<file path="config.mk">
export PLATFORM = sky130hd
export DESIGN_NAME = frame_cost_quality_governor_core
export DESIGN_NICKNAME = d
export VERILOG_FILES = /design/src/design/fcqg_pkg.sv /design/src/design/frame_cost_quality_governor_core.sv
export SDC_FILE = /design/constraint.sdc
export NUM_CORES = 2
export LEC_CHECK = 0
export BUFFER_PORTS_ARGS = -buffer_cell sky130_fd_sc_hd__clkbuf_2
export CAP_MARGIN = 20
export CORE_ASPECT_RATIO = 1.4
export CORE_MARGIN = 2
export CORE_UTILIZATION = 65
export CTS_CLUSTER_SIZE = 20
export DETAILED_ROUTE_END_ITERATION = 7
export PLACE_DENSITY = 0.83
export SLEW_MARGIN = 30
export SYNTH_ARGS = -nofsm -noshare
export SYNTH_HDL_FRONTEND = slang
export SYNTH_SLANG_ARGS = --single-unit
</file>
<file path="constraint.sdc">
create_clock -name clk -period 8.1 [get_ports clk]
set_input_delay 0.81 -clock clk [delete_from_list [all_inputs] [get_ports clk]]
set_output_delay 0.81 -clock clk [all_outputs]
set_load 0.01 [all_outputs]
</file>
<file path="src/design/fcqg_pkg.sv">
// ----------------------------------------------------------------------------
// fcqg_pkg
// Shared types and the fixed cost-ratio table of the quality governor.
// ----------------------------------------------------------------------------
package fcqg_pkg;

    localparam int RATIO_W  = 17;
    localparam int COST_W   = 16;
    localparam int LADDER_W = 20;
    localparam int CFG_IDX_W = 3;

    typedef enum logic [2:0] {
        KIND_MEASURE = 3'd0,
        KIND_ALLOC   = 3'd1,
        KIND_GRANT   = 3'd2,
        KIND_PIN     = 3'd3,
        KIND_TICK    = 3'd4,
        KIND_RESTORE = 3'd5
    } kind_t;

    typedef enum logic [2:0] {
        REG_FILTER_WEIGHT = 3'd0,
        REG_TIGHTEN       = 3'd1,
        REG_RELAX         = 3'd2,
        REG_DWELL         = 3'd3,
        REG_RESERVED      = 3'd4,
        REG_BASE_COST     = 3'd5,
        REG_LADDERS       = 3'd6
    } cfg_reg_t;

    // Q1.16 cost ratio for a lever and a ladder position
    function automatic logic [RATIO_W-1:0] ratio_lookup(input logic [2:0] lever,
                                                        input logic [1:0] pos);
        logic [RATIO_W-1:0] r;
        r = 17'd65536;
        if (pos != 2'd0)
        begin
            case (lever)
                3'd0: r = (pos == 2'd1) ? 17'd60293 : 17'd56361;
                3'd1: r = (pos == 2'd1) ? 17'd58982 : 17'd53740;
                3'd2: r = (pos == 2'd1) ? 17'd56361 :
                          (pos == 2'd2) ? 17'd48497 : 17'd43254;
                3'd3: r = (pos == 2'd1) ? 17'd57672 : 17'd51118;
                3'd4: r = (pos == 2'd1) ? 17'd47186 : 17'd36045;
                default: r = 17'd65536;
            endcase
        end
        return r;
    endfunction

endpackage

</file>
<file path="src/design/frame_cost_quality_governor_core.sv">
// ----------------------------------------------------------------------------
// frame_cost_quality_governor_core
// Steps quality levers down or back up from smoothed measured frame cost.
//
//  channel  | signals                         | content
//  s_*      | tvalid tready tdata[23:0] tuser | one request: kind, amount, pin
//  m_*      | tvalid tready tdata[71:0]       | one status result per request
//  cfg_*    | we index[2:0] data[19:0]        | register writes
//
// The time one request takes is set by one bit-serial multiplier and a
// bit-serial divider; tick with relax scan is the longest path, and other
// kinds take one prediction.
// Reset clears all state and loads register defaults.
// A new request is taken while the previous result waits on m_tready.
// ----------------------------------------------------------------------------
module frame_cost_quality_governor_core
    import fcqg_pkg::*;
#(
    parameter int LEVER_COUNT = 5,
    parameter int MAX_STEPS   = 4
)(
    input  logic        clk,
    input  logic        rst_n,
    input  logic        s_tvalid,
    output logic        s_tready,
    input  logic [23:0] s_tdata,   // amount[15:0], pin_flag[16]
    input  logic [2:0]  s_tuser,   // kind[2:0]
    output logic        m_tvalid,
    input  logic        m_tready,
    // tightened[0] relaxed[1] lever_moved[4:2] from_step[6:5] to_step[8:7]
    // smoothed_cost[24:9] predicted_cost[40:25] all_at_floor[41]
    // at_reserved[42] pinned_overrun[58:43] lever_steps[68:59]
    output logic [71:0] m_tdata,
    input  logic                 cfg_we,
    input  logic [CFG_IDX_W-1:0] cfg_index,
    input  logic [LADDER_W-1:0]  cfg_data
);

    localparam int LIDX_W = (LEVER_COUNT > 1) ? $clog2(LEVER_COUNT) : 1;
    localparam int CNT_W  = $clog2(LEVER_COUNT + 1);
    localparam int STEP_CAP = (MAX_STEPS < 4) ? MAX_STEPS : 4;
    localparam int PACK_N = (LEVER_COUNT < 5) ? LEVER_COUNT : 5;

    typedef enum logic [4:0] {
        S_IDLE, S_DISP, S_FILT2, S_FILT3, S_TCMP, S_RCMP, S_PSTART, S_PSEL,
        S_PACC, S_PBASE, S_PEND, S_SSEL, S_SMUL, S_SDIV, S_SCMP, S_OUT, S_MUL
    } state_t;

    state_t state_reg, ret_reg;

    logic [16:0] weight_reg;
    logic [15:0] tighten_reg, relax_m_reg, dwell_reg, resmin_reg, base_reg;
    logic [LADDER_W-1:0] ladders_reg;

    logic [1:0]  pos_reg [LEVER_COUNT];
    logic [15:0] smoothed_reg, alloc_reg, pred_reg, overrun_reg;
    logic        seen_reg, relax_ok_reg, pinned_reg;
    logic [31:0] frame_reg, last_relax_reg, rm_prod_reg;

    logic [2:0]  kind_reg;
    logic [15:0] amount_reg;
    logic        pin_reg;

    logic        tight_reg, relx_reg;
    logic [2:0]  moved_reg;
    logic [1:0]  from_reg, to_reg;
    logic        scan_reg, m_valid_reg;
    logic [71:0] m_data_reg;

    logic [16:0] mul_a_reg, mul_b_reg, factor_reg, cur_reg;
    logic [33:0] acc_reg, tmp_reg, num_reg;
    logic [16:0] rem_reg;
    logic [5:0]  cnt_reg;
    logic [CNT_W-1:0] idx_reg;

    function automatic logic is_declared(input logic [2:0] i);
        logic [3:0] nib;
        nib = 4'(ladders_reg >> {i, 2'b00});
        return (i < 3'd5) && nib[3];
    endfunction

    function automatic logic [1:0] last_pos(input logic [2:0] i);
        logic [3:0] nib;
        logic [2:0] n;
        nib = 4'(ladders_reg >> {i, 2'b00});
        n = nib[2:0];
        if (n > 3'(STEP_CAP))
        begin
            n = 3'(STEP_CAP);
        end
        if (i >= 3'd5 || n == 3'd0)
        begin
            return 2'd0;
        end
        return 2'(n - 3'd1);
    endfunction

    function automatic logic [16:0] lever_ratio(input logic [2:0] i, input logic [1:0] p);
        logic [1:0] lp;
        lp = last_pos(i);
        return ratio_lookup(i, (p > lp) ? lp : p);
    endfunction

    // read port of the position array shared by the prediction and the relax scan
    logic [CNT_W-1:0]  scan_k;
    logic [CNT_W-1:0]  rd_cnt;
    logic [2:0]        rd_lever;
    logic [1:0]        rd_pos;
    assign scan_k   = idx_reg - CNT_W'(1);
    assign rd_cnt   = (state_reg == S_PSEL) ? idx_reg : scan_k;
    assign rd_lever = 3'(rd_cnt);
    assign rd_pos   = pos_reg[rd_cnt[LIDX_W-1:0]];

    logic [16:0] w_cl;
    assign w_cl = (weight_reg < 17'd655)   ? 17'd655 :
                  (weight_reg > 17'd65536) ? 17'd65536 : weight_reg;

    logic        t_found;
    logic [2:0]  t_idx;
    logic        floor_all;
    logic [9:0]  packed_pos;
    always_comb
    begin
        t_found = 1'b0;
        t_idx = 3'd0;
        floor_all = 1'b1;
        packed_pos = '0;
        for (int i = LEVER_COUNT - 1; i >= 0; i--)
        begin
            if (is_declared(3'(i)) && pos_reg[i] < last_pos(3'(i)))
            begin
                t_found = 1'b1;
                t_idx = 3'(i);
                floor_all = 1'b0;
            end
        end
        for (int i = 0; i < PACK_N; i++)
        begin
            packed_pos[2*i +: 2] = pos_reg[i];
        end
    end

    logic        dwell_ok;
    logic [32:0] dwell_end;
    assign dwell_end = {1'b0, last_relax_reg} + 33'(dwell_reg);
    assign dwell_ok  = {1'b0, frame_reg} >= dwell_end;

    logic [33:0] rnd_sum;
    assign rnd_sum = acc_reg + 34'd32768;

    logic [17:0] div_shift;
    logic [18:0] div_trial;
    assign div_shift = {rem_reg, num_reg[33]};
    assign div_trial = {1'b0, div_shift} - {2'b00, cur_reg};

    assign s_tready = (state_reg == S_IDLE);
    assign m_tvalid = m_valid_reg;
    assign m_tdata  = m_data_reg;

    always_ff @(posedge clk or negedge rst_n)
    begin
        if (!rst_n)
        begin
            state_reg <= S_IDLE;
            ret_reg <= S_IDLE;
            weight_reg <= 17'd6554;
            tighten_reg <= 16'd4096;
            relax_m_reg <= 16'd3482;
            dwell_reg <= 16'd30;
            resmin_reg <= 16'd0;
            base_reg <= 16'd256;
            ladders_reg <= 20'd769211;
            for (int i = 0; i < LEVER_COUNT; i++)
            begin
                pos_reg[i] <= 2'd0;
            end
            smoothed_reg <= '0;
            alloc_reg <= '0;
            pred_reg <= '0;
            overrun_reg <= '0;
            seen_reg <= 1'b0;
            relax_ok_reg <= 1'b0;
            pinned_reg <= 1'b0;
            frame_reg <= '0;
            last_relax_reg <= '0;
            rm_prod_reg <= '0;
            kind_reg <= '0;
            amount_reg <= '0;
            pin_reg <= 1'b0;
            tight_reg <= 1'b0;
            relx_reg <= 1'b0;
            moved_reg <= '0;
            from_reg <= '0;
            to_reg <= '0;
            scan_reg <= 1'b0;
            m_valid_reg <= 1'b0;
            m_data_reg <= '0;
            mul_a_reg <= '0;
            mul_b_reg <= '0;
            factor_reg <= '0;
            cur_reg <= '0;
            acc_reg <= '0;
            tmp_reg <= '0;
            num_reg <= '0;
            rem_reg <= '0;
            cnt_reg <= '0;
            idx_reg <= '0;
        end
        else
        begin
            if (m_valid_reg && m_tready && state_reg != S_OUT)
            begin
                m_valid_reg <= 1'b0;
            end

            if (cfg_we && cfg_index <= REG_LADDERS)
            begin
                unique case (cfg_reg_t'(cfg_index))
                    REG_FILTER_WEIGHT: weight_reg <= cfg_data[16:0];
                    REG_TIGHTEN:       tighten_reg <= cfg_data[15:0];
                    REG_RELAX:         relax_m_reg <= cfg_data[15:0];
                    REG_DWELL:         dwell_reg <= cfg_data[15:0];
                    REG_RESERVED:      resmin_reg <= cfg_data[15:0];
                    REG_BASE_COST:     base_reg <= cfg_data[15:0];
                    REG_LADDERS:       ladders_reg <= cfg_data;
                    default:           ladders_reg <= ladders_reg;
                endcase
                for (int i = 0; i < LEVER_COUNT; i++)
                begin
                    pos_reg[i] <= 2'd0;
                end
                relax_ok_reg <= 1'b0;
            end

            unique case (state_reg)
                S_IDLE:
                begin
                    if (s_tvalid)
                    begin
                        kind_reg <= s_tuser;
                        amount_reg <= s_tdata[15:0];
                        pin_reg <= s_tdata[16];
                        tight_reg <= 1'b0;
                        relx_reg <= 1'b0;
                        moved_reg <= '0;
                        from_reg <= '0;
                        to_reg <= '0;
                        overrun_reg <= '0;
                        scan_reg <= 1'b0;
                        state_reg <= S_DISP;
                    end
                end
                S_DISP:
                begin
                    state_reg <= S_PSTART;
                    case (kind_reg)
                        KIND_MEASURE:
                        begin
                            if (!seen_reg)
                            begin
                                smoothed_reg <= amount_reg;
                                seen_reg <= 1'b1;
                            end
                            else
                            begin
                                mul_a_reg <= w_cl;
                                mul_b_reg <= {1'b0, amount_reg};
                                acc_reg <= '0;
                                cnt_reg <= 6'd17;
                                ret_reg <= S_FILT2;
                                state_reg <= S_MUL;
                            end
                        end
                        KIND_ALLOC:   alloc_reg <= amount_reg;
                        KIND_GRANT:   relax_ok_reg <= 1'b1;
                        KIND_PIN:     pinned_reg <= pin_reg;
                        KIND_RESTORE:
                        begin
                            for (int i = 0; i < LEVER_COUNT; i++)
                            begin
                                pos_reg[i] <= 2'd0;
                            end
                            relax_ok_reg <= 1'b0;
                        end
                        KIND_TICK:
                        begin
                            frame_reg <= frame_reg + 32'd1;
                            if (pinned_reg)
                            begin
                                overrun_reg <= (smoothed_reg > alloc_reg) ?
                                               smoothed_reg - alloc_reg : 16'd0;
                            end
                            else if (alloc_reg != 16'd0 && seen_reg)
                            begin
                                mul_a_reg <= {1'b0, alloc_reg};
                                mul_b_reg <= {1'b0, tighten_reg};
                                acc_reg <= '0;
                                cnt_reg <= 6'd17;
                                ret_reg <= S_TCMP;
                                state_reg <= S_MUL;
                            end
                        end
                        default: state_reg <= S_PSTART;
                    endcase
                end
                S_MUL:
                begin
                    acc_reg <= {acc_reg[32:0], 1'b0} + (mul_b_reg[16] ? 34'(mul_a_reg) : 34'd0);
                    mul_b_reg <= {mul_b_reg[15:0], 1'b0};
                    cnt_reg <= cnt_reg - 6'd1;
                    if (cnt_reg == 6'd1)
                    begin
                        state_reg <= ret_reg;
                    end
                end
                S_FILT2:
                begin
                    tmp_reg <= acc_reg;
                    mul_a_reg <= 17'd65536 - w_cl;
                    mul_b_reg <= {1'b0, smoothed_reg};
                    acc_reg <= '0;
                    cnt_reg <= 6'd17;
                    ret_reg <= S_FILT3;
                    state_reg <= S_MUL;
                end
                S_FILT3:
                begin
                    smoothed_reg <= 16'((tmp_reg + rnd_sum) >> 16);
                    state_reg <= S_PSTART;
                end
                S_TCMP:
                begin
                    state_reg <= S_PSTART;
                    if ({6'd0, smoothed_reg, 12'd0} > acc_reg)
                    begin
                        if (t_found)
                        begin
                            tight_reg <= 1'b1;
                            moved_reg <= t_idx;
                            from_reg <= pos_reg[t_idx[LIDX_W-1:0]];
                            to_reg <= pos_reg[t_idx[LIDX_W-1:0]] + 2'd1;
                            pos_reg[t_idx[LIDX_W-1:0]] <= pos_reg[t_idx[LIDX_W-1:0]] + 2'd1;
                        end
                    end
                    else if (relax_ok_reg && dwell_ok)
                    begin
                        mul_a_reg <= {1'b0, alloc_reg};
                        mul_b_reg <= {1'b0, relax_m_reg};
                        acc_reg <= '0;
                        cnt_reg <= 6'd17;
                        ret_reg <= S_RCMP;
                        state_reg <= S_MUL;
                    end
                end
                S_RCMP:
                begin
                    rm_prod_reg <= acc_reg[31:0];
                    scan_reg <= 1'b1;
                    state_reg <= S_PSTART;
                end
                S_PSTART:
                begin
                    if (seen_reg)
                    begin
                        pred_reg <= smoothed_reg;
                        state_reg <= S_PEND;
                    end
                    else
                    begin
                        factor_reg <= 17'd65536;
                        idx_reg <= '0;
                        state_reg <= S_PSEL;
                    end
                end
                S_PSEL:
                begin
                    if (idx_reg == CNT_W'(LEVER_COUNT))
                    begin
                        mul_a_reg <= {1'b0, base_reg};
                        mul_b_reg <= factor_reg;
                        acc_reg <= '0;
                        cnt_reg <= 6'd17;
                        ret_reg <= S_PBASE;
                        state_reg <= S_MUL;
                    end
                    else if (is_declared(rd_lever))
                    begin
                        mul_a_reg <= factor_reg;
                        mul_b_reg <= lever_ratio(rd_lever, rd_pos);
                        acc_reg <= '0;
                        cnt_reg <= 6'd17;
                        ret_reg <= S_PACC;
                        state_reg <= S_MUL;
                    end
                    else
                    begin
                        idx_reg <= idx_reg + CNT_W'(1);
                    end
                end
                S_PACC:
                begin
                    factor_reg <= rnd_sum[32:16];
                    idx_reg <= idx_reg + CNT_W'(1);
                    state_reg <= S_PSEL;
                end
                S_PBASE:
                begin
                    pred_reg <= (rnd_sum[33:16] > 18'd65535) ? 16'hFFFF : rnd_sum[31:16];
                    state_reg <= S_PEND;
                end
                S_PEND:
                begin
                    if (scan_reg)
                    begin
                        scan_reg <= 1'b0;
                        idx_reg <= CNT_W'(LEVER_COUNT);
                        state_reg <= S_SSEL;
                    end
                    else
                    begin
                        state_reg <= S_OUT;
                    end
                end
                S_SSEL:
                begin
                    if (idx_reg == '0)
                    begin
                        state_reg <= S_PSTART;
                    end
                    else if (!is_declared(rd_lever) || rd_pos == 2'd0)
                    begin
                        idx_reg <= scan_k;
                    end
                    else
                    begin
                        cur_reg <= lever_ratio(rd_lever, rd_pos);
                        mul_a_reg <= {1'b0, pred_reg};
                        mul_b_reg <= lever_ratio(rd_lever, rd_pos - 2'd1);
                        acc_reg <= '0;
                        cnt_reg <= 6'd17;
                        ret_reg <= S_SMUL;
                        state_reg <= S_MUL;
                    end
                end
                S_SMUL:
                begin
                    num_reg <= acc_reg + 34'(cur_reg[16:1]);
                    rem_reg <= '0;
                    cnt_reg <= 6'd34;
                    state_reg <= S_SDIV;
                end
                S_SDIV:
                begin
                    if (!div_trial[18])
                    begin
                        rem_reg <= div_trial[16:0];
                        num_reg <= {num_reg[32:0], 1'b1};
                    end
                    else
                    begin
                        rem_reg <= div_shift[16:0];
                        num_reg <= {num_reg[32:0], 1'b0};
                    end
                    cnt_reg <= cnt_reg - 6'd1;
                    if (cnt_reg == 6'd1)
                    begin
                        state_reg <= S_SCMP;
                    end
                end
                S_SCMP:
                begin
                    if ({num_reg[19:0], 12'd0} <= rm_prod_reg && num_reg[33:20] == '0)
                    begin
                        relx_reg <= 1'b1;
                        moved_reg <= rd_lever;
                        from_reg <= rd_pos;
                        to_reg <= rd_pos - 2'd1;
                        pos_reg[scan_k[LIDX_W-1:0]] <= rd_pos - 2'd1;
                        relax_ok_reg <= 1'b0;
                        last_relax_reg <= frame_reg;
                        state_reg <= S_PSTART;
                    end
                    else
                    begin
                        idx_reg <= scan_k;
                        state_reg <= S_SSEL;
                    end
                end
                S_OUT:
                begin
                    if (!m_valid_reg || m_tready)
                    begin
                        m_valid_reg <= 1'b1;
                        m_data_reg <= {3'd0, packed_pos, overrun_reg,
                                       (alloc_reg <= resmin_reg), floor_all,
                                       pred_reg, smoothed_reg, to_reg, from_reg,
                                       moved_reg, relx_reg, tight_reg};
                        state_reg <= S_IDLE;
                    end
                end
                default: state_reg <= S_IDLE;
            endcase
        end
    end

    a_one_move: assert property (@(posedge clk) disable iff (!rst_n)
        m_tvalid |-> !(m_tdata[0] && m_tdata[1]))
        else $error("tighten and relax in one result");

    a_move_changes: assert property (@(posedge clk) disable iff (!rst_n)
        (m_tvalid && (m_tdata[0] || m_tdata[1])) |-> (m_tdata[6:5] != m_tdata[8:7]))
        else $error("moved lever kept its position");

    a_take_once: assert property (@(posedge clk) disable iff (!rst_n)
        (s_tvalid && s_tready) |=> !s_tready)
        else $error("request taken while busy");

    a_mul_count: assert property (@(posedge clk) disable iff (!rst_n)
        (state_reg == S_MUL || state_reg == S_SDIV) |-> (cnt_reg != 6'd0))
        else $error("serial unit ran past its count");

endmodule
</file>
==> flow_metrics.tcl <==
set metrics [dict create \
    io_pins 129 \
    p_per_area_nw_per_um2 310 \
    die_area_um2 55900 \
    period_needed_ns 6.90 \
    max_slew_margin_pct 31.0 \
    postCtsSetupRepairBufs 0 \
    max_cap_violations 0 \
    grt_max_degree 174 \
    first_global_vias 29400 \
    drive_above_1_share_pct 16.5 \
    start_util_pct 65.8 \
    vias 29800 \
    syn-instance-count 3622 \
    drt-initial-drc-count 2820 \
    finalHoldViolCount 0 \
    maxSlewViolCount 0 \
    cts_max_level 2 \
    yosys_warnings 0 \
    start_kind "flop" \
    cts_tree "done" \
    nets 3957 \
    synthesis.area_um2 35100 \
    viasPerCell 6.70 \
    clock_skew_ns 0.0183 \
    largest_reg_flops 69 \
    dr.pass1.iters 8 \
    grt_pass1_wl_um 171000 \
    crit_required_ns 8.66 \
    drc 2 \
    status "finished, violations left" \
    p_sw_mw 5.04 \
    final_cell_mix "dfrtp_1 (559), nand2_1 (485), o21ai_0 (293)" \
    ctsHoldBuffers 0 \
    power_frac_comb_pct 38.8 \
    cp_max_fo 16 \
    synth_top_area_share_pct 39.9 \
    cts_buffers 57 \
    synth_ff_type "dfrtp_1" \
    timing.final.ws_setup_ns 1.20 \
    clk_pin_slew_ns 0.07 \
    final_common_cell "dfrtp_1" \
    timing.setup.tns_ns 0 \
    syn_to_final_growth_pct 9.37 \
    synth-edff-count 0 \
    criticalPathCategory "reg -> reg" \
    leakagePower_nw 17.7 \
    p_int_mw 6.86 \
    core-area_um2 53300 \
    clk_latency_ns 0.63 \
    setup_violations 0 \
    worst_slew_pin_slew_ns 1.03 \
    dp_hpwl_um 79000 \
    cp.arrival_ns 7.46 \
    cts_sinks 593 \
    clkPwrFrac_pct 24.0 \
    grt_usage_pct 39.5 \
    reg2regPathDepth 22 \
    min_path_type "in -> async" \
    rsz0062_at_grt "false" \
    post_cts_resized 0 \
    ant_nets 0 \
    wire_per_inst_um 24.7 \
    dp_cells 4331 \
    p_sw_share_pct 42.4 \
    ys_ff_latch 593 \
    seqPwrFrac_pct 37.2 \
    fp.dieW_um 200 \
    clock_path_buffers 3 \
    place_ws_ns 1.30 \
    cts_root_buffer "clkbuf_16" \
    syn_avg_cell_area_um2 9.69 \
    fin_crit_sh_pct 85.2 \
    totalWireLength_um 110000 \
    portBuffers 118 \
    endpoint_kind "flop" \
    antenna_found_initial 2 \
    die_h_um 279 \
    violations "DRC" \
    yosysSeqAreaShare_pct 42.4 \
    synthTopCellsByArea "dfrtp_1 (40%), mux2_2 (8.1%), ha_1 (7.8%), nand2_1 (5.2%), o21ai_0 (4.2%)" \
    ys_async_sr_fraction_pct 100 \
    fmax_mhz 145 \
    gp_congestion 1.03 \
    core.rowCount 100 \
    instances_no_fill 4442 \
    synth_largest_area_cell "dfrtp_1" \
    synth.distinct_cells 94 \
    vdd_drop_max_v 0.000321 \
    grt_overflow 0 \
]
synthesized netlist by cell type, types with 21 or more instances:
library cell	number
xnor2_1	116
ha_1	220
clkbuf_1	128
xor2_1	73
dfstp_2	34
a211oi_1	23
a222oi_1	26
and3_1	27
and2_1	36
mux2i_1	28
a22oi_1	45
dfrtp_1	559
nor3_1	46
nand2_1	485
nor4_1	28
mux2_2	251
nand3_1	92
inv_1	159
o21ai_0	294
nor2_1	178
nand4_1	47
a22o_1	40
a21o_1	53
a21oi_1	180
nand2b_1	27
o31ai_1	21
nor2b_1	28
final timing paths:
kind	startpoint	endpoint	slack [ns]
min in group clk	s_tdata[14]	amount_reg[14]$_DFFE_PN0P_	0.41
worst max-delay path	idx_reg[0]$_DFFE_PN0P_	mul_b_reg[13]$_DFFE_PN0P_	1.20
worst min register to register	mul_a_reg[14]$_DFFE_PN0P_	mul_a_reg[14]$_DFFE_PN0P_	0.48
max in group asynchronous	rst_n	num_reg[25]$_DFFE_PN0P_	6.06
worst max register to register	idx_reg[0]$_DFFE_PN0P_	mul_b_reg[13]$_DFFE_PN0P_	1.20
worst min-delay path	rst_n	frame_reg[8]$_DFFE_PN0P_	0.22
worst max-delay path: stages (launching register included):
cell	delay, ns
dfrtp_1	0.75
inv_2	0.25
ha_1	0.52
a21oi_1	0.27
a21o_1	0.44
mux4_2	0.43
a22oi_4	0.28
nor2b_4	0.24
inv_1	0.06
ha_1	0.25
a211oi_4	0.30
ha_1	0.28
or2_2	0.30
maj3_1	0.39
nand2_1	0.11
o21ai_0	0.12
ha_1	0.26
nor2_1	0.47
o21ai_0	0.42
a21oi_1	0.24
a211oi_1	0.09
a31o_2	0.23
o21ai_0	0.13
per-layer routing:
metal / track usage, % / share of wire, % / vias to the layer above
met3: 8.25 / 8.8 / 456
met4: 28.1 / 8.7 / 2
li1: - / - / 13200
met5: 0 / 0.012 / -
met2: 63.7 / 46 / 1479
met1: 47.3 / 36 / 14600
kinds of logic (layout without fill, tap and decap cells):
group | count (synthesis) | in the layout | synth area share [%]
AOI/OAI and AO/OA | 923 | 923 | 17.4
xor gates and xnor gates | 191 | 191 | 4.88
adders and majority gates | 226 | 226 | 8.16
buffers and inverters | 334 | 436 | 3.71
DFF | 593 | 593 | 42.4
muxes | 284 | 284 | 9.18
other | 1 | 5 | 0.0107
and+or+nand+nor | 1070 | 1070 | 14.2
per-stage QoR:
stage | hold WS (ns) | util [%] | total power [mW] | area, um2
after floorplan | 0.441 | - | 7.18 | 35100
after global placement | 0.456 | 68.1 | 8.73 | 36300
after detailed placement | 0.464 | 68.2 | 8.85 | 36300
after CTS | 0.264 | 71.9 | 11.7 | 38300
after global routing | 0.308 | 72.0 | 12.4 | 38400
final | 0.224 | 72.0 | 11.9 | 38400
final cells by class:
| type | count | area (um2) |
|---|---|---|
| antenna | 2 | 5.00 |
| clock buffer | 85 | 1710 |
| clock inverter | 23 | 273 |
| fill | 3984 | 14900 |
| inverter | 168 | 631 |
| multi-input combinational | 2697 | 19000 |
| sequential | 593 | 14900 |
| tap | 714 | 893 |
| timing repair buffer | 160 | 961 |
power groups by stage:
stage	Clock [mW]	Combinational (mW)	Sequential (mW)
2_1_floorplan	0	3.27	3.92
3_3_place_gp	0	4.34	4.38
3_5_place_dp	0	4.44	4.40
4_1_cts	2.87	4.49	4.35
5_1_grt	2.98	5.00	4.43
6_report	2.85	4.62	4.43
No activity file was read; power rests on OpenSTA's default activity.
